File: src/sv/led_strip_event_animator_macros.svh
// Assertion macros shared by the animator. They expect clk and arst_n in scope.
`ifndef LED_STRIP_EVENT_ANIMATOR_MACROS_SVH
`define LED_STRIP_EVENT_ANIMATOR_MACROS_SVH
`ifndef SYNTH
`define LSEA_ASSERT_IMPLY(label, ante, cons) \
	label: assert property (@(posedge clk) disable iff (!arst_n) (ante) |-> (cons)) \
		else $error("animator assertion failed");
`define LSEA_ASSERT_NEXT(label, ante, cons) \
	label: assert property (@(posedge clk) disable iff (!arst_n) (ante) |=> (cons)) \
		else $error("animator assertion failed");
`else
`define LSEA_ASSERT_IMPLY(label, ante, cons)
`define LSEA_ASSERT_NEXT(label, ante, cons)
`endif
`endif

File: src/sv/lsea_pkg.sv
`default_nettype none
package lsea_pkg;

	localparam int LED_COUNT = 4;
	localparam int PIX_W = 6;
	localparam int TIME_W = 32;
	localparam int COLOR_W = 24;
	localparam int KIND_W = 3;
	localparam int CFG_IDX_W = 1;
	localparam int DUR_W = 11;
	localparam int TDT_W = 11;

	localparam logic [TIME_W-1:0] FRAME_GAP_MS = 32'd40;

	localparam int BREATH_MS = 4000;
	localparam int SEARCH_MS = 220;
	localparam int SEARCH_MOD = SEARCH_MS * LED_COUNT;
	localparam int DIV_MAX = (SEARCH_MOD > BREATH_MS) ? SEARCH_MOD : BREATH_MS;
	localparam int REM_W = $clog2(DIV_MAX) + 1;
	localparam logic [REM_W-1:0] SEARCH_DIV = REM_W'(SEARCH_MOD);
	localparam logic [REM_W-1:0] BREATH_DIV = REM_W'(BREATH_MS);
	localparam int DIV_BITS = 4;
	localparam int DIV_STEPS = TIME_W / DIV_BITS;
	localparam int DSTEP_W = $clog2(DIV_STEPS);

	localparam int BOOT_MUL = LED_COUNT + 2;
	localparam int BOOT_MUL_W = $clog2(BOOT_MUL + 1);
	localparam int HEAD_W = PIX_W + 1;

	localparam int CAP_RECIP = 437;
	localparam int CAP_SHIFT = 15;
	localparam int DEAUTH_RECIP = 205;
	localparam int DEAUTH_SHIFT = 10;
	localparam int FRIEND_RECIP = 29960;
	localparam int FRIEND_SHIFT = 20;
	localparam int FIX_RECIP = 33555;
	localparam int FIX_SHIFT = 22;
	localparam int BOOT_RECIP = 11185;
	localparam int BOOT_SHIFT = 22;
	localparam int SEARCH_RECIP = 4767;
	localparam int SEARCH_SHIFT = 18;
	localparam int BREATH_RECIP = 33555;
	localparam int BREATH_SHIFT = 22;

	localparam logic [COLOR_W-1:0] MOOD_RESET = 24'h100018;
	localparam logic [COLOR_W-1:0] COLOR_CAPTURE = 24'h00DC28;
	localparam logic [COLOR_W-1:0] COLOR_DEAUTH = 24'hFF0C0C;
	localparam logic [COLOR_W-1:0] COLOR_SEARCH = 24'hFF7800;
	localparam logic [7:0] FRIEND_RED = 8'd20;
	localparam logic [7:0] FRIEND_GREEN = 8'd60;
	localparam logic [7:0] BOOT_HEAD_RED = 8'd220;
	localparam logic [7:0] BOOT_SIDE_RED = 8'd140;
	localparam logic [7:0] LUM_BASE = 8'd90;

	localparam int QUEUE_DEPTH = 2;
	localparam int QPTR_W = $clog2(QUEUE_DEPTH);
	localparam int QCNT_W = $clog2(QUEUE_DEPTH + 1);

	localparam logic [5:0] COS_QUARTER [65] = '{
		6'd38, 6'd38, 6'd38, 6'd38, 6'd38, 6'd38, 6'd38, 6'd38,
		6'd38, 6'd37, 6'd37, 6'd37, 6'd37, 6'd36, 6'd36, 6'd36,
		6'd35, 6'd35, 6'd35, 6'd34, 6'd34, 6'd33, 6'd33, 6'd32,
		6'd32, 6'd31, 6'd31, 6'd30, 6'd30, 6'd29, 6'd28, 6'd28,
		6'd27, 6'd26, 6'd26, 6'd25, 6'd24, 6'd24, 6'd23, 6'd22,
		6'd21, 6'd21, 6'd20, 6'd19, 6'd18, 6'd17, 6'd16, 6'd16,
		6'd15, 6'd14, 6'd13, 6'd12, 6'd11, 6'd10, 6'd9, 6'd8,
		6'd7, 6'd7, 6'd6, 6'd5, 6'd4, 6'd3, 6'd2, 6'd1,
		6'd0
	};

	typedef enum logic {
		OP_TICK = 1'b0,
		OP_EVENT = 1'b1
	} op_t;

	typedef enum logic [KIND_W-1:0] {
		EV_CAPTURE = 3'd0,
		EV_DEAUTH = 3'd1,
		EV_FRIEND = 3'd2,
		EV_SEARCH = 3'd3,
		EV_FIX = 3'd4,
		EV_BOOT = 3'd5
	} kind_t;

	typedef enum logic [CFG_IDX_W-1:0] {
		REG_LED_ENABLE = 1'b0,
		REG_MOOD_COLOR = 1'b1
	} reg_t;

	typedef struct packed {
		logic run;
		kind_t kind;
		logic [TIME_W-1:0] dt;
		logic [TIME_W-1:0] now;
	} job_t;

	typedef struct packed {
		logic full;
		logic empty;
	} q_stat_t;

	function automatic logic [DUR_W-1:0] event_duration(kind_t kind);
		logic [DUR_W-1:0] dur;
		case (kind)
			EV_CAPTURE: dur = 11'd900;
			EV_DEAUTH: dur = 11'd1200;
			EV_FRIEND: dur = 11'd700;
			EV_FIX: dur = 11'd1000;
			EV_BOOT: dur = 11'd1500;
			default: dur = '0;
		endcase
		return dur;
	endfunction

endpackage
`default_nettype wire

File: src/sv/lsea_in_if.sv
`default_nettype none
interface lsea_in_if;
	logic valid;
	logic ready;
	logic operation;
	logic [lsea_pkg::KIND_W-1:0] event_kind;
	logic [lsea_pkg::TIME_W-1:0] now_ms;

	modport source(output valid, output operation, output event_kind, output now_ms,
		input ready);
	modport sink(input valid, input operation, input event_kind, input now_ms,
		output ready);
endinterface
`default_nettype wire

File: src/sv/lsea_out_if.sv
`default_nettype none
interface lsea_out_if;
	logic valid;
	logic ready;
	logic [lsea_pkg::PIX_W-1:0] pixel_index;
	logic [lsea_pkg::COLOR_W-1:0] pixel_color;
	logic last_pixel;

	modport source(output valid, output pixel_index, output pixel_color, output last_pixel,
		input ready);
	modport sink(input valid, input pixel_index, input pixel_color, input last_pixel,
		output ready);
endinterface
`default_nettype wire

File: src/sv/lsea_front.sv
`default_nettype none
module lsea_front (
	input logic clk,
	input logic arst_n,
	input logic led_enable,
	lsea_in_if.sink events,
	input lsea_pkg::q_stat_t q_stat,
	output logic push,
	output lsea_pkg::job_t push_job
);

	logic [lsea_pkg::TIME_W-1:0] last_frame_q;
	logic [lsea_pkg::TIME_W-1:0] start_q;
	logic running_q;
	lsea_pkg::kind_t kind_q;

	logic accept;
	logic [lsea_pkg::TIME_W-1:0] gap;
	logic [lsea_pkg::TIME_W-1:0] elapsed;
	logic [lsea_pkg::DUR_W-1:0] dur;
	logic tick_ok;
	logic expire;
	logic event_ok;

	assign events.ready = !q_stat.full;
	assign accept = events.valid && events.ready;

	assign gap = events.now_ms - last_frame_q;
	assign elapsed = events.now_ms - start_q;
	assign dur = lsea_pkg::event_duration(kind_q);

	assign tick_ok = accept && led_enable && (events.operation == lsea_pkg::OP_TICK)
		&& (gap >= lsea_pkg::FRAME_GAP_MS);
	assign expire = running_q && (dur != '0)
		&& (elapsed >= {{(lsea_pkg::TIME_W - lsea_pkg::DUR_W){1'b0}}, dur});
	assign event_ok = accept && led_enable && (events.operation == lsea_pkg::OP_EVENT)
		&& (events.event_kind <= lsea_pkg::EV_BOOT);

	assign push = tick_ok && !expire;
	assign push_job.run = running_q;
	assign push_job.kind = kind_q;
	assign push_job.dt = elapsed;
	assign push_job.now = events.now_ms;

	always_ff @(posedge clk or negedge arst_n) begin
		if (!arst_n) begin
			last_frame_q <= '0;
			start_q <= '0;
			running_q <= 1'b0;
			kind_q <= lsea_pkg::EV_BOOT;
		end else begin
			if (event_ok) begin
				kind_q <= lsea_pkg::kind_t'(events.event_kind);
				start_q <= events.now_ms;
				running_q <= 1'b1;
			end
			if (tick_ok) begin
				last_frame_q <= events.now_ms;
				if (expire) begin
					running_q <= 1'b0;
				end
			end
		end
	end

endmodule
`default_nettype wire

File: src/sv/lsea_queue.sv
`default_nettype none
module lsea_queue (
	input logic clk,
	input logic arst_n,
	input logic push,
	input lsea_pkg::job_t push_job,
	input logic pop,
	output lsea_pkg::job_t head_job,
	output lsea_pkg::q_stat_t q_stat
);

	lsea_pkg::job_t mem_q [lsea_pkg::QUEUE_DEPTH];
	logic [lsea_pkg::QPTR_W-1:0] wr_q;
	logic [lsea_pkg::QPTR_W-1:0] rd_q;
	logic [lsea_pkg::QCNT_W-1:0] count_q;

	assign head_job = mem_q[rd_q];
	assign q_stat.full = (count_q == lsea_pkg::QCNT_W'(lsea_pkg::QUEUE_DEPTH));
	assign q_stat.empty = (count_q == '0);

	always_ff @(posedge clk) begin
		if (push) begin
			mem_q[wr_q] <= push_job;
		end
	end

	always_ff @(posedge clk or negedge arst_n) begin
		if (!arst_n) begin
			wr_q <= '0;
			rd_q <= '0;
			count_q <= '0;
		end else begin
			if (push) begin
				wr_q <= (wr_q == lsea_pkg::QPTR_W'(lsea_pkg::QUEUE_DEPTH - 1)) ? '0 : wr_q + 1'b1;
			end
			if (pop) begin
				rd_q <= (rd_q == lsea_pkg::QPTR_W'(lsea_pkg::QUEUE_DEPTH - 1)) ? '0 : rd_q + 1'b1;
			end
			case ({push, pop})
				2'b10: count_q <= count_q + 1'b1;
				2'b01: count_q <= count_q - 1'b1;
				default: count_q <= count_q;
			endcase
		end
	end

endmodule
`default_nettype wire

File: src/sv/lsea_back.sv
`default_nettype none
module lsea_back (
	input logic clk,
	input logic arst_n,
	input logic [lsea_pkg::COLOR_W-1:0] mood_color,
	input lsea_pkg::q_stat_t q_stat,
	input lsea_pkg::job_t head_job,
	output logic pop,
	lsea_out_if.source pixels
);

	typedef enum logic [5:0] {
		ST_WAIT = 6'b000001,
		ST_DIV = 6'b000010,
		ST_P1 = 6'b000100,
		ST_P2 = 6'b001000,
		ST_P3 = 6'b010000,
		ST_EMIT = 6'b100000
	} st_t;

	localparam int REM_HI_W = lsea_pkg::REM_W - 2;
	localparam int SR_PROD_W = REM_HI_W + 13;
	localparam int BK_PROD_W = lsea_pkg::REM_W + 3 + 16;
	localparam int BT_Z_W = lsea_pkg::TDT_W + lsea_pkg::BOOT_MUL_W;
	localparam int BT_PROD_W = BT_Z_W - 2 + 14;

	st_t st_q;
	lsea_pkg::job_t job_q;
	logic [lsea_pkg::TIME_W-1:0] opnd_q;
	logic [lsea_pkg::REM_W-1:0] rem_q;
	logic [lsea_pkg::DSTEP_W-1:0] step_q;
	logic [lsea_pkg::PIX_W-1:0] pix_q;

	logic cap_odd_q;
	logic de_odd_q;
	logic [14:0] fr_z_q;
	logic [17:0] fx_z_q;
	logic [BT_Z_W-1:0] bt_z_q;
	logic [lsea_pkg::PIX_W-1:0] sr_pos_q;
	logic [7:0] k_q;
	logic [7:0] fr_v_q;
	logic [7:0] fx_v_q;
	logic [lsea_pkg::HEAD_W-1:0] head_q;
	logic [7:0] lum_q;
	logic [lsea_pkg::COLOR_W-1:0] idle_color_q;

	logic out_valid_q;
	logic [lsea_pkg::PIX_W-1:0] out_index_q;
	logic [lsea_pkg::COLOR_W-1:0] out_color_q;
	logic out_last_q;

	logic needs_div;
	logic [lsea_pkg::REM_W-1:0] dvs;
	logic [lsea_pkg::REM_W-1:0] rem_nx;
	logic [lsea_pkg::TDT_W-1:0] dt_t;
	logic [18:0] cap_prod;
	logic [14:0] de_prod;
	logic [9:0] fr_a;
	logic [9:0] fx_a;
	logic [SR_PROD_W-1:0] sr_prod;
	logic [BK_PROD_W-1:0] bk_prod;
	logic [28:0] fr_prod;
	logic [30:0] fx_prod;
	logic [BT_PROD_W-1:0] bt_prod;
	logic [6:0] cos_idx;
	logic cos_neg;
	logic [5:0] cos_mag;
	logic [15:0] idle_r;
	logic [15:0] idle_g;
	logic [15:0] idle_b;
	logic [lsea_pkg::HEAD_W-1:0] pix_w;
	logic boot_side;
	logic last_now;
	logic out_load;
	logic [lsea_pkg::COLOR_W-1:0] color;

	assign pop = (st_q == ST_WAIT) && !q_stat.empty;
	assign needs_div = !head_job.run || (head_job.kind == lsea_pkg::EV_SEARCH);
	assign dvs = job_q.run ? lsea_pkg::SEARCH_DIV : lsea_pkg::BREATH_DIV;

	// Remainder unit: four restoring steps per cycle, MSB first.
	always_comb begin
		rem_nx = rem_q;
		for (int b = 0; b < lsea_pkg::DIV_BITS; b++) begin
			rem_nx = {rem_nx[lsea_pkg::REM_W-2:0], opnd_q[lsea_pkg::TIME_W-1-b]};
			if (rem_nx >= dvs) begin
				rem_nx = rem_nx - dvs;
			end
		end
	end

	// Timed animations always render with dt below their duration.
	assign dt_t = job_q.dt[lsea_pkg::TDT_W-1:0];
	assign cap_prod = 19'(dt_t[lsea_pkg::TDT_W-1:1]) * 19'(lsea_pkg::CAP_RECIP);
	assign de_prod = 15'(dt_t[lsea_pkg::TDT_W-1:4]) * 15'(lsea_pkg::DEAUTH_RECIP);
	assign fr_a = (dt_t < 11'd350) ? dt_t[9:0] : 10'(11'd700 - dt_t);
	assign fx_a = 10'(11'd1000 - dt_t);
	assign sr_prod = SR_PROD_W'(rem_q[lsea_pkg::REM_W-1:2]) * SR_PROD_W'(lsea_pkg::SEARCH_RECIP);
	assign bk_prod = BK_PROD_W'({rem_q, 3'b000}) * BK_PROD_W'(lsea_pkg::BREATH_RECIP);

	assign fr_prod = 29'(fr_z_q[14:1]) * 29'(lsea_pkg::FRIEND_RECIP);
	assign fx_prod = 31'(fx_z_q[17:3]) * 31'(lsea_pkg::FIX_RECIP);
	assign bt_prod = BT_PROD_W'(bt_z_q[BT_Z_W-1:2]) * BT_PROD_W'(lsea_pkg::BOOT_RECIP);

	always_comb begin
		if (k_q <= 8'd64) begin
			cos_idx = k_q[6:0];
			cos_neg = 1'b0;
		end else if (k_q <= 8'd128) begin
			cos_idx = 7'(8'd128 - k_q);
			cos_neg = 1'b1;
		end else if (k_q <= 8'd192) begin
			cos_idx = 7'(k_q - 8'd128);
			cos_neg = 1'b1;
		end else begin
			cos_idx = 7'(9'd256 - {1'b0, k_q});
			cos_neg = 1'b0;
		end
		cos_mag = lsea_pkg::COS_QUARTER[cos_idx];
	end

	assign idle_r = 16'(mood_color[23:16]) * 16'(lum_q);
	assign idle_g = 16'(mood_color[15:8]) * 16'(lum_q);
	assign idle_b = 16'(mood_color[7:0]) * 16'(lum_q);

	assign pix_w = {1'b0, pix_q};
	assign boot_side = (pix_w + 1'b1 == head_q) || (head_q + 1'b1 == pix_w);
	assign last_now = (pix_q == lsea_pkg::PIX_W'(lsea_pkg::LED_COUNT - 1));
	assign out_load = (st_q == ST_EMIT) && (!out_valid_q || pixels.ready);

	always_comb begin
		color = '0;
		if (!job_q.run) begin
			color = idle_color_q;
		end else begin
			case (job_q.kind)
				lsea_pkg::EV_CAPTURE: color = cap_odd_q ? '0 : lsea_pkg::COLOR_CAPTURE;
				lsea_pkg::EV_DEAUTH: color = (pix_q[0] == de_odd_q) ? lsea_pkg::COLOR_DEAUTH : '0;
				lsea_pkg::EV_FRIEND: color = {lsea_pkg::FRIEND_RED, lsea_pkg::FRIEND_GREEN, fr_v_q};
				lsea_pkg::EV_SEARCH: color = (pix_q == sr_pos_q) ? lsea_pkg::COLOR_SEARCH : '0;
				lsea_pkg::EV_FIX: color = {fx_v_q, fx_v_q, fx_v_q};
				lsea_pkg::EV_BOOT: begin
					if (pix_w == head_q) begin
						color = {lsea_pkg::BOOT_HEAD_RED, 16'd0};
					end else if (boot_side) begin
						color = {lsea_pkg::BOOT_SIDE_RED, 16'd0};
					end
				end
				default: color = '0;
			endcase
		end
	end

	assign pixels.valid = out_valid_q;
	assign pixels.pixel_index = out_index_q;
	assign pixels.pixel_color = out_color_q;
	assign pixels.last_pixel = out_last_q;

	always_ff @(posedge clk) begin
		if (pop) begin
			job_q <= head_job;
			opnd_q <= head_job.run ? head_job.dt : head_job.now;
			rem_q <= '0;
		end
		if (st_q == ST_DIV) begin
			rem_q <= rem_nx;
			opnd_q <= opnd_q << lsea_pkg::DIV_BITS;
		end
		if (st_q == ST_P1) begin
			cap_odd_q <= cap_prod[lsea_pkg::CAP_SHIFT];
			de_odd_q <= de_prod[lsea_pkg::DEAUTH_SHIFT];
			fr_z_q <= 15'(fr_a) * 15'(51);
			fx_z_q <= 18'(fx_a) * 18'(255);
			bt_z_q <= BT_Z_W'(dt_t) * BT_Z_W'(lsea_pkg::BOOT_MUL);
			sr_pos_q <= sr_prod[lsea_pkg::SEARCH_SHIFT +: lsea_pkg::PIX_W];
			k_q <= bk_prod[lsea_pkg::BREATH_SHIFT +: 8];
		end
		if (st_q == ST_P2) begin
			fr_v_q <= fr_prod[lsea_pkg::FRIEND_SHIFT +: 8];
			fx_v_q <= fx_prod[lsea_pkg::FIX_SHIFT +: 8];
			head_q <= bt_prod[lsea_pkg::BOOT_SHIFT +: lsea_pkg::HEAD_W];
			lum_q <= cos_neg ? lsea_pkg::LUM_BASE + 8'(cos_mag) : lsea_pkg::LUM_BASE - 8'(cos_mag);
		end
		if (st_q == ST_P3) begin
			idle_color_q <= {idle_r[15:8], idle_g[15:8], idle_b[15:8]};
		end
		if (out_load) begin
			out_index_q <= pix_q;
			out_color_q <= color;
			out_last_q <= last_now;
		end
	end

	always_ff @(posedge clk or negedge arst_n) begin
		if (!arst_n) begin
			st_q <= ST_WAIT;
			step_q <= '0;
			pix_q <= '0;
			out_valid_q <= 1'b0;
		end else begin
			case (st_q)
				ST_WAIT: begin
					if (pop) begin
						step_q <= '0;
						st_q <= needs_div ? ST_DIV : ST_P1;
					end
				end
				ST_DIV: begin
					step_q <= step_q + 1'b1;
					if (step_q == lsea_pkg::DSTEP_W'(lsea_pkg::DIV_STEPS - 1)) begin
						st_q <= ST_P1;
					end
				end
				ST_P1: st_q <= ST_P2;
				ST_P2: st_q <= ST_P3;
				ST_P3: begin
					pix_q <= '0;
					st_q <= ST_EMIT;
				end
				ST_EMIT: begin
					if (out_load) begin
						pix_q <= pix_q + 1'b1;
						if (last_now) begin
							st_q <= ST_WAIT;
						end
					end
				end
				default: st_q <= ST_WAIT;
			endcase
			if (out_load) begin
				out_valid_q <= 1'b1;
			end else if (pixels.ready) begin
				out_valid_q <= 1'b0;
			end
		end
	end

endmodule
`default_nettype wire

File: src/sv/led_strip_event_animator.sv
// Channel   Direction  Transaction payload
// events    in         operation, event_kind, now_ms
// pixels    out        pixel_index, pixel_color, last_pixel
// cfg       in         cfg_we, cfg_index, cfg_wdata (write only)
//
// The front end takes one input transaction per cycle while the two-entry job queue has room.
// The back end renders a frame in steps P1, P2 and P3 and the emit sequencer, after its shared
// remainder unit (four bits per cycle) for idle breathing and gps searching frames.
// Events, dropped ticks and expiring ticks finish in the front end and emit nothing.
// A stalled pixel holds in the output register and halts the emit sequencer.
// Reset restores the enable, the mood color and the event state, and empties the queue.
`default_nettype none
`include "led_strip_event_animator_macros.svh"
module led_strip_event_animator (
	input logic clk,
	input logic arst_n,
	lsea_in_if.sink events,
	lsea_out_if.source pixels,
	input logic cfg_we,
	input logic [lsea_pkg::CFG_IDX_W-1:0] cfg_index,
	input logic [lsea_pkg::COLOR_W-1:0] cfg_wdata
);

	logic led_enable_q;
	logic [lsea_pkg::COLOR_W-1:0] mood_color_q;
	logic push;
	logic pop;
	lsea_pkg::job_t push_job;
	lsea_pkg::job_t head_job;
	lsea_pkg::q_stat_t q_stat;

	always_ff @(posedge clk or negedge arst_n) begin
		if (!arst_n) begin
			led_enable_q <= 1'b1;
			mood_color_q <= lsea_pkg::MOOD_RESET;
		end else if (cfg_we) begin
			case (lsea_pkg::reg_t'(cfg_index))
				lsea_pkg::REG_LED_ENABLE: led_enable_q <= cfg_wdata[0];
				lsea_pkg::REG_MOOD_COLOR: mood_color_q <= cfg_wdata;
				default: led_enable_q <= led_enable_q;
			endcase
		end
	end

	lsea_front u_front (
		.clk(clk),
		.arst_n(arst_n),
		.led_enable(led_enable_q),
		.events(events),
		.q_stat(q_stat),
		.push(push),
		.push_job(push_job)
	);

	lsea_queue u_queue (
		.clk(clk),
		.arst_n(arst_n),
		.push(push),
		.push_job(push_job),
		.pop(pop),
		.head_job(head_job),
		.q_stat(q_stat)
	);

	lsea_back u_back (
		.clk(clk),
		.arst_n(arst_n),
		.mood_color(mood_color_q),
		.q_stat(q_stat),
		.head_job(head_job),
		.pop(pop),
		.pixels(pixels)
	);

	`LSEA_ASSERT_IMPLY(a_no_push_when_full, q_stat.full, !push)
	`LSEA_ASSERT_IMPLY(a_no_push_when_disabled, !led_enable_q, !push)
	`LSEA_ASSERT_NEXT(a_push_fills_queue, q_stat.empty && push, !q_stat.empty)
	`LSEA_ASSERT_IMPLY(a_last_pixel_index, pixels.valid,
		pixels.last_pixel == (pixels.pixel_index ==
		lsea_pkg::PIX_W'(lsea_pkg::LED_COUNT - 1)))

endmodule
`default_nettype wire
File: src/flat_wrapper.sv
// flat-port wrapper written by rule: the top's interface ports become plain ports
module led_strip_event_animator_flat 
  (clk, arst_n, cfg_we, cfg_index, cfg_wdata, events_valid, events_operation, events_event_kind, events_now_ms, events_ready, pixels_valid, pixels_pixel_index, pixels_pixel_color, pixels_last_pixel, pixels_ready);
  lsea_in_if events_i ();
  lsea_out_if pixels_i ();
  input logic clk;
  input logic arst_n;
  input logic cfg_we;
  input logic [lsea_pkg::CFG_IDX_W-1:0] cfg_index;
  input logic [lsea_pkg::COLOR_W-1:0] cfg_wdata;
  input wire logic [$bits(events_i.valid)-1:0] events_valid;
  input wire logic [$bits(events_i.operation)-1:0] events_operation;
  input wire logic [$bits(events_i.event_kind)-1:0] events_event_kind;
  input wire logic [$bits(events_i.now_ms)-1:0] events_now_ms;
  output wire logic [$bits(events_i.ready)-1:0] events_ready;
  output wire logic [$bits(pixels_i.valid)-1:0] pixels_valid;
  output wire logic [$bits(pixels_i.pixel_index)-1:0] pixels_pixel_index;
  output wire logic [$bits(pixels_i.pixel_color)-1:0] pixels_pixel_color;
  output wire logic [$bits(pixels_i.last_pixel)-1:0] pixels_last_pixel;
  input wire logic [$bits(pixels_i.ready)-1:0] pixels_ready;
  assign events_i.valid = events_valid;
  assign events_i.operation = events_operation;
  assign events_i.event_kind = events_event_kind;
  assign events_i.now_ms = events_now_ms;
  assign events_ready = events_i.ready;
  assign pixels_valid = pixels_i.valid;
  assign pixels_pixel_index = pixels_i.pixel_index;
  assign pixels_pixel_color = pixels_i.pixel_color;
  assign pixels_last_pixel = pixels_i.last_pixel;
  assign pixels_i.ready = pixels_ready;
  led_strip_event_animator u_core (.clk(clk), .arst_n(arst_n), .events(events_i), .pixels(pixels_i), .cfg_we(cfg_we), .cfg_index(cfg_index), .cfg_wdata(cfg_wdata));
endmodule
File: config.mk
export PLATFORM = sky130hd
export DESIGN_NAME = led_strip_event_animator_flat
export DESIGN_NICKNAME = d
export VERILOG_FILES = /design/src/sv/lsea_pkg.sv /design/src/sv/lsea_in_if.sv /design/src/sv/lsea_out_if.sv /design/src/sv/lsea_front.sv /design/src/sv/lsea_queue.sv /design/src/sv/lsea_back.sv /design/src/sv/led_strip_event_animator.sv /design/src/flat_wrapper.sv
export VERILOG_INCLUDE_DIRS = /design/src /design/src/sv
export SDC_FILE = /design/constraint.sdc
export NUM_CORES = 2
export LEC_CHECK = 0
export BUFFER_PORTS_ARGS = -buffer_cell sky130_fd_sc_hd__buf_2
export CORE_MARGIN = 4
export CORE_UTILIZATION = 55
export CTS_BUF_LIST = sky130_fd_sc_hd__clkbuf_16
export DETAILED_ROUTE_END_ITERATION = 10
export HOLD_SLACK_MARGIN = 0.12
export PLACE_DENSITY = 0.71
export SLEW_MARGIN = 10
export SYNTH_ARGS = -nofsm -noshare
export SYNTH_HDL_FRONTEND = slang
export SYNTH_HIERARCHICAL = 1
export SYNTH_SLANG_ARGS = --single-unit
File: constraint.sdc
create_clock -name clk -period 14.8 [get_ports clk]
set_input_delay 1.48 -clock clk [delete_from_list [all_inputs] [get_ports clk]]
set_output_delay 1.48 -clock clk [all_outputs]
set_load 0.02 [all_outputs]
### Yosys cells after proc, flatten, opt, wreduce, memory -nomap -nowiden

Memory sizes are Yosys's and may differ from the RTL's.
Cells that the tools add are included.

* output and inout bits: 33
* logic and storage cells: 195
* RAM bits: 136
* register bits: 318
* ROM bits: 768
* bits of input ports: 66
* memories kept: 2

* equal/unequal tests: 30
* bitwise operators: 3
* add/sub/neg operators: 20
* reduce and logical (&&, ||, !) cells: 33
* magnitude comparators: 12
* multipliers: 13
* multiplexer cells: 48

Memory list
* (no name shown): depth 128, bits a word 6, rd ports 1, clocked after Yosys merged registers in 0, write ports 0, line lsea_back.sv:119 `cos_mag = lsea_pkg::COS_QUARTER[cos_idx];`
* u_core.u_queue.mem_q: depth 2, bits a word 68, rd ports 1, clocked after Yosys merged registers in 0, write ports 1, line lsea_queue.sv:12 `lsea_pkg::job_t mem_q [lsea_pkg::QUEUE_DEPTH];`

Operators with widths (count)
* $pmux W24 S6: 1
* $mux W24: 5
* $mux W32: 3
* $sub A32 B32 Y32: 2
* $pmux W11 S5: 1
* $ge A13 B12 Y1: 4
* $mul A8 B8 Y16: 3
* $mux W12: 4
* $mux W6: 7
* $mux W13: 3
* $pmux W6 S6: 1
* $sub A12 B12 Y12: 3
* $ge A32 B11 Y1: 1
* $ge A32 B6 Y1 const B: 1
* $mul A15 B16 Y30 const B: 1
* $mul A13 B16 Y27 const B: 1
* $mul A12 B14 Y26 const B: 1
* $mul A14 B12 Y25 const B: 1
* $mul A11 B13 Y24 const B: 1
* $mux W7: 3
* $sub A10 B10 Y10 const A: 2
* $mul A10 B8 Y18 const B: 1
* $le A8 B8 Y1 const B: 2
* $mul A10 B9 Y16 const B: 1
* 55 further kinds: 106

### Logic depth before layout (Yosys ltp)

* depth after elaboration: 10
* gate-level depth with buffers: 36
* mapped depth without buffers: 34

### Hierarchy

The synthesis kept the hierarchy.

By module, submodules not included
* lsea_back: area each 32592.5 µm², times used 1, cells each 3162, sequential area each 6367.4 µm²
* lsea_front: area each 6942.9 µm², times used 1, cells each 863, sequential area each 1704.1 µm²
* lsea_queue: area each 5133.7 µm², times used 1, cells each 228, sequential area each 4184.0 µm²
* led_strip_event_animator: area each 1022.2 µm², times used 1, cells each 54, sequential area each 630.6 µm²

### Least setup slack after synthesis

No wires, ideal clock.

* kind: register to register
* start point: reg u_core/u_back/job_q[67] (netlist bit)
* end point: reg u_core/u_back/rem_q[5] (netlist bit) (data pin)
* stages on the path, launching flop included: 34
* period minus slack after synthesis: 8016 ps
* buffers on the path: 3
* data required time: 14532 ps
* slack: 6784 ps
* arrival time: 7749 ps
* setup time: 268 ps
* path through: edfxtp_1 > inv_1 > clkbuf_1 > ha_1 > nand4b_1 > a21oi_1 > or3_1 > mux2_2 > ha_1 > nand4_1 > or4_1 > o2bb2ai_1 > nor4b_2 > o21a_1 > nor2_2 > mux2_2 > ha_1 > and4_1 > nand3_1 > or4_1 > o311ai_2 > o211a_1 > nor2_1 > buf_2 > nand2_1 > o21ai_0 > ha_1 > nand2_1 > a2111oi_2 > o31ai_1 > o211ai_2 > buf_6 > mux2i_1 > nor2_1

* longest elaborated chain between the ends: 10
* elaborated cells on any way between the ends: 14
* classes of those cells: 4 x add/sub; 4 x order compare; 6 x mux

RTL lines
* from (decl): line lsea_back.sv:28 `lsea_pkg::job_t job_q;`
* from (signal assigned): line lsea_back.sv:161 `job_q <= head_job;`
* $mux W12 *: line lsea_back.sv:79 `assign dvs = job_q.run ? lsea_pkg::SEARCH_DIV : lsea_pkg::BREATH_DIV;`
* $sub A12 B12 Y12 / $ge A13 B12 Y1 (equally long branches): line lsea_back.sv:87, lsea_back.sv:86
* $mux W12: line lsea_back.sv:86 `if (rem_nx >= dvs) begin`
* $sub A12 B12 Y12 / $ge A13 B12 Y1 (equally long branches): line lsea_back.sv:87, lsea_back.sv:86
* $mux W12: line lsea_back.sv:86
* $ge A13 B12 Y1 / $sub A12 B12 Y12 (equally long branches): line lsea_back.sv:86, lsea_back.sv:87
* $mux W12: line lsea_back.sv:86
* $sub A13 B12 Y13 / $ge A13 B12 Y1 (equally long branches): line lsea_back.sv:87, lsea_back.sv:86
* $mux W13 *: line lsea_back.sv:86
* $mux W13 *: line lsea_back.sv:165 `if (st_q == ST_DIV) begin`
* to (signal assigned): line lsea_back.sv:166 `rem_q <= rem_nx;`
* to (decl): line lsea_back.sv:30 `logic [lsea_pkg::REM_W-1:0] rem_q;`

Every way passes the cells marked *; elsewhere a longest branch is shown, timed or not.
A chain may end at the register's enable or synchronous reset.

### Worst setup path after layout

* start point: reg u_core/u_back/job_q[67] (netlist bit)
* end point: reg u_core/u_back/rem_q[9] (netlist bit) (data pin)

* longest elaborated chain between the ends: 10
* elaborated cells on any way between the ends: 14
* classes of those cells: 4 x add/sub; 4 x order compare; 6 x mux

RTL lines (line)
* $mux W12 *: lsea_back.sv:79
* $sub A12 B12 Y12 / $ge A13 B12 Y1 (equally long branches): lsea_back.sv:87, lsea_back.sv:86
* $mux W12: lsea_back.sv:86
* $sub A12 B12 Y12 / $ge A13 B12 Y1 (equally long branches): lsea_back.sv:87, lsea_back.sv:86
* $mux W12: lsea_back.sv:86
* $sub A12 B12 Y12 / $ge A13 B12 Y1 (equally long branches): lsea_back.sv:87, lsea_back.sv:86
* $mux W12: lsea_back.sv:86
* $sub A13 B12 Y13 / $ge A13 B12 Y1 (equally long branches): lsea_back.sv:87, lsea_back.sv:86
* $mux W13 *: lsea_back.sv:86
* $mux W13 *: lsea_back.sv:165

Marked as above.

==> run_results.csv <==
group,metric,value,unit
run_status,status,"finished, final reports clean",
route,drc,0,
die,io_pins,99,
global_routing,busiest_layer,"met2",
finish,syn2layout_area_growth,6.36,%
synth,synth_enable_flop_cells,332,
clock_tree,cts_setup_buffers,0,
setup_path,worstPathArrival,10140,ps
global_routing,grt_pass1_wl,156000,um
synth,syn_inst,4307,
sta,setup_violations,0,
setup_path,cp.required,15110,ps
setup_path,critPathMaxStageDelay,790,ps
setup_path,critPathKind,"reg -> reg",
synth,synth_top_cell_by_area,"edfxtp_1",
place,dp_hpwl,73200,um
finish,drive_gt1_share,8.93,%
sta,min_period_over_period,66.5,%
route,num_vias,30183,
clock_tree,clk_latency,600,ps
setup_path,worst_path_most_repeated_cell,"ha_1",
synth,yosysWarningCount,6,
clock_tree,cts_buffers,52,
synth,synth.most_common_cell,"ha_1",
synth,synth_area_per_cell,10.6,um2
clock_tree,cts_max_path_buffers,3,
global_routing,grt-ovfl-total,0,
clock_tree,htree_levels,2,
worst_hold_path,hp-class,"reg -> reg",
route,vias_per_cell,5.53,
setup_path,cp_max_fo,26,
global_routing,antenna_found_initial,3,
setup_path,slowest_stage,"inv_1",
global_routing,use_met1,29.9,%
clock_tree,cts_sinks,449,
synth,synthFlopType,"edfxtp_1",
finish,fin_util,59.1,%
route,drtIter0Drc,1562,
global_routing,grt_start_max_net_pins,69,
die,die_area,87700,um2
clock_tree,ctsResizeCount,0,
place,io_buffers,98,
sta,slew_headroom,26.7,%
synth,ys_seq_area_share,28.2,%
die,core_area,82200,um2
global_routing,track_usage,21.6,%
synth,synth_top_area_share,21.8,%
finish,fin_nets,5543,
global_routing,grt_pass1_vias,31185,
clock_tree,cts_hold_buf,0,
die,rows,105,
synth,syn-num-nets,5502,
die,fp.dieW,296,um
synth,syn_area,45700,um2
route,dr.pass1.iters,5,
sta,tightestPinTransition,1100,ps
synth,netlist-cell-type-count,102,
place,gp_congestion,0.953,
die,fp.dieH,296,um
clock_tree,clkTransAtPathRegs,60,ps
run,cap_violations,0,
sta,finalHoldViolations,0,
setup_path,startpoint_type,"flop",
synth,synthTopCellsByArea,"edfxtp_1 (22%), ha_1 (20%), fa_1 (17%)",
synth,synth_seq_cells,449,
sta,period_needed,9840,ps
sta,rsz0062_at_grt,"no",
route,wirelength,92600,um
setup_path,crit_path_end_kind,"flop",
sta,final.setup_skew,37.2,ps
synth,synthArstFlopShare,25.2,%
global_routing,grt_use_met3,2.17,%
clock_tree,cts_tree,"built",
sta,fmaxAchievable,0.102,GHz
clock_tree,cts_root_buf,"clkbuf_16",
route,wire_per_inst,17.0,um
sta,finalSetupTns,0,ps
global_routing,met2_usage,37.3,%
route,ant_nets,0,
die,start_util,55.6,%
synth,synth_common_cells,"ha_1 (742), inv_1 (735), fa_1 (387), edfxtp_1 (332), nand2_1 (290)",
sta,maxSlewViolCount,0,
-- state kept, by name (all words and copies together) (netlist names), 3 cells and up --
register	cells
u_core/u_back/sr_pos_q	6
u_core/u_back/fr_v_q	8
u_core/u_back/dt_t	11
u_core/u_back/fx_z_q	15
u_core/u_back/head_q	4
u_core/u_queue/mem_q	136
u_core/u_back/k_q	8
u_core/u_front/start_q	32
u_core/u_back/opnd_q	32
u_core/u_front/kind_q	3
u_core/u_back/st_q	6
u_core/u_back/fr_z_q	14
u_core/u_back/rem_q	13
u_core/u_back/job_q	4
u_core/u_back/pix_q	6
u_core/mood_color_q	24
u_core/u_back/idle_color_q	24
u_core/u_front/last_frame_q	32
u_core/u_back/pixels.pixel_color	24
u_core/u_back/fx_v_q	8
u_core/u_back/pixels.pixel_index	6
u_core/u_back/bt_z_q	12
u_core/u_back/step_q	3
u_core/u_back/lum_q	8
-- final cells by class --
cell class	instances	area, um2
Sequential cell	449	12900
Clock buffer	52	1300
Timing Repair Buffer	117	636
Fill cell	6948	33600
Clock inverter	45	318
Tap cell	1070	1340
Inverter	736	2760
Multi-Input combinational cell	2992	29400
Antenna cell	1	2.50
-- stage by stage --
step	setup slack (ps)	hold WS [ps]	cells	instance area (um2)
final	4960	506	5462	48600
after global routing	4290	515	5461	48600
after CTS	5050	502	5461	48600
after detailed placement	5090	489	5364	47000
after global placement	5110	463	5364	47000
after floorplan	6780	423	4307	45700
-- metal layers --
metal  vias to the layer above  part of all wire (%)
li1                      14699                     -
met1                     14847                    46
met2                       535                    49
met3                       102                   3.7
met4                         0                   1.8
met5                         -                     0
-- logic make-up (layout without fill, tap and decap cells) --
kind of cell	after synthesis	count (layout)	synth area share [%]
buffers and inverters	866	950	7.62
muxes	176	176	4.48
other	0	1	0
AOI/OAI and AO/OA	660	660	9.61
xor gates and xnor gates	208	208	4.00
and+or+nand+nor	819	819	8.80
DFF	449	449	28.2
adders and majority gates	1129	1129	37.3
-- cells in the final DEF (no fill, tap or decap), types with 105 or more instances in the layout --
master    instances
nor2_1          148
and2_1          107
inv_1           747
fa_1            387
ha_1            742
nand2_1         289
a21oi_1         150
edfxtp_1        332
xnor2_1         137
o21ai_0         159
dfrtp_1         105
-- worst paths after layout --
kind	start	to	slack, ps	cells past startpoint
worst min register to register	u_core/u_front/start_q[1]$_DFFE_PN0P_	u_core/u_front/start_q[1]$_DFFE_PN0P_	510	2
worst min-delay path	u_core/u_front/start_q[1]$_DFFE_PN0P_	u_core/u_front/start_q[1]$_DFFE_PN0P_	510	2
min in group asynchronous	arst_n	u_core/u_front/last_frame_q[5]$_DFFE_PN0P_	720	1
worst max register to register	u_core/u_back/job_q[67]$_DFFE_PP_	u_core/u_back/rem_q[9]$_SDFFCE_PN0P_	4960	31
worst max-delay path	u_core/u_back/job_q[67]$_DFFE_PP_	u_core/u_back/rem_q[9]$_SDFFCE_PN0P_	4960	31
max in group asynchronous	arst_n	u_core/u_queue/rd_q$_DFFE_PN0P_	12290	3
-- critical path: cells and delay by family, from the launching register on --
family,cells,cell delay (ps)
AO/OA/AOI/OAI,12,3210
flip-flops,1,350
buffers and inverters,3,1150
adder cells (fa/ha/maj),4,1700
multiplexers,1,260
AND/OR/NAND/NOR,11,2850
Power is left out: the tool's default activity adds up to more than one toggle a clock period on the data nets, which glitch-free logic cannot reach.
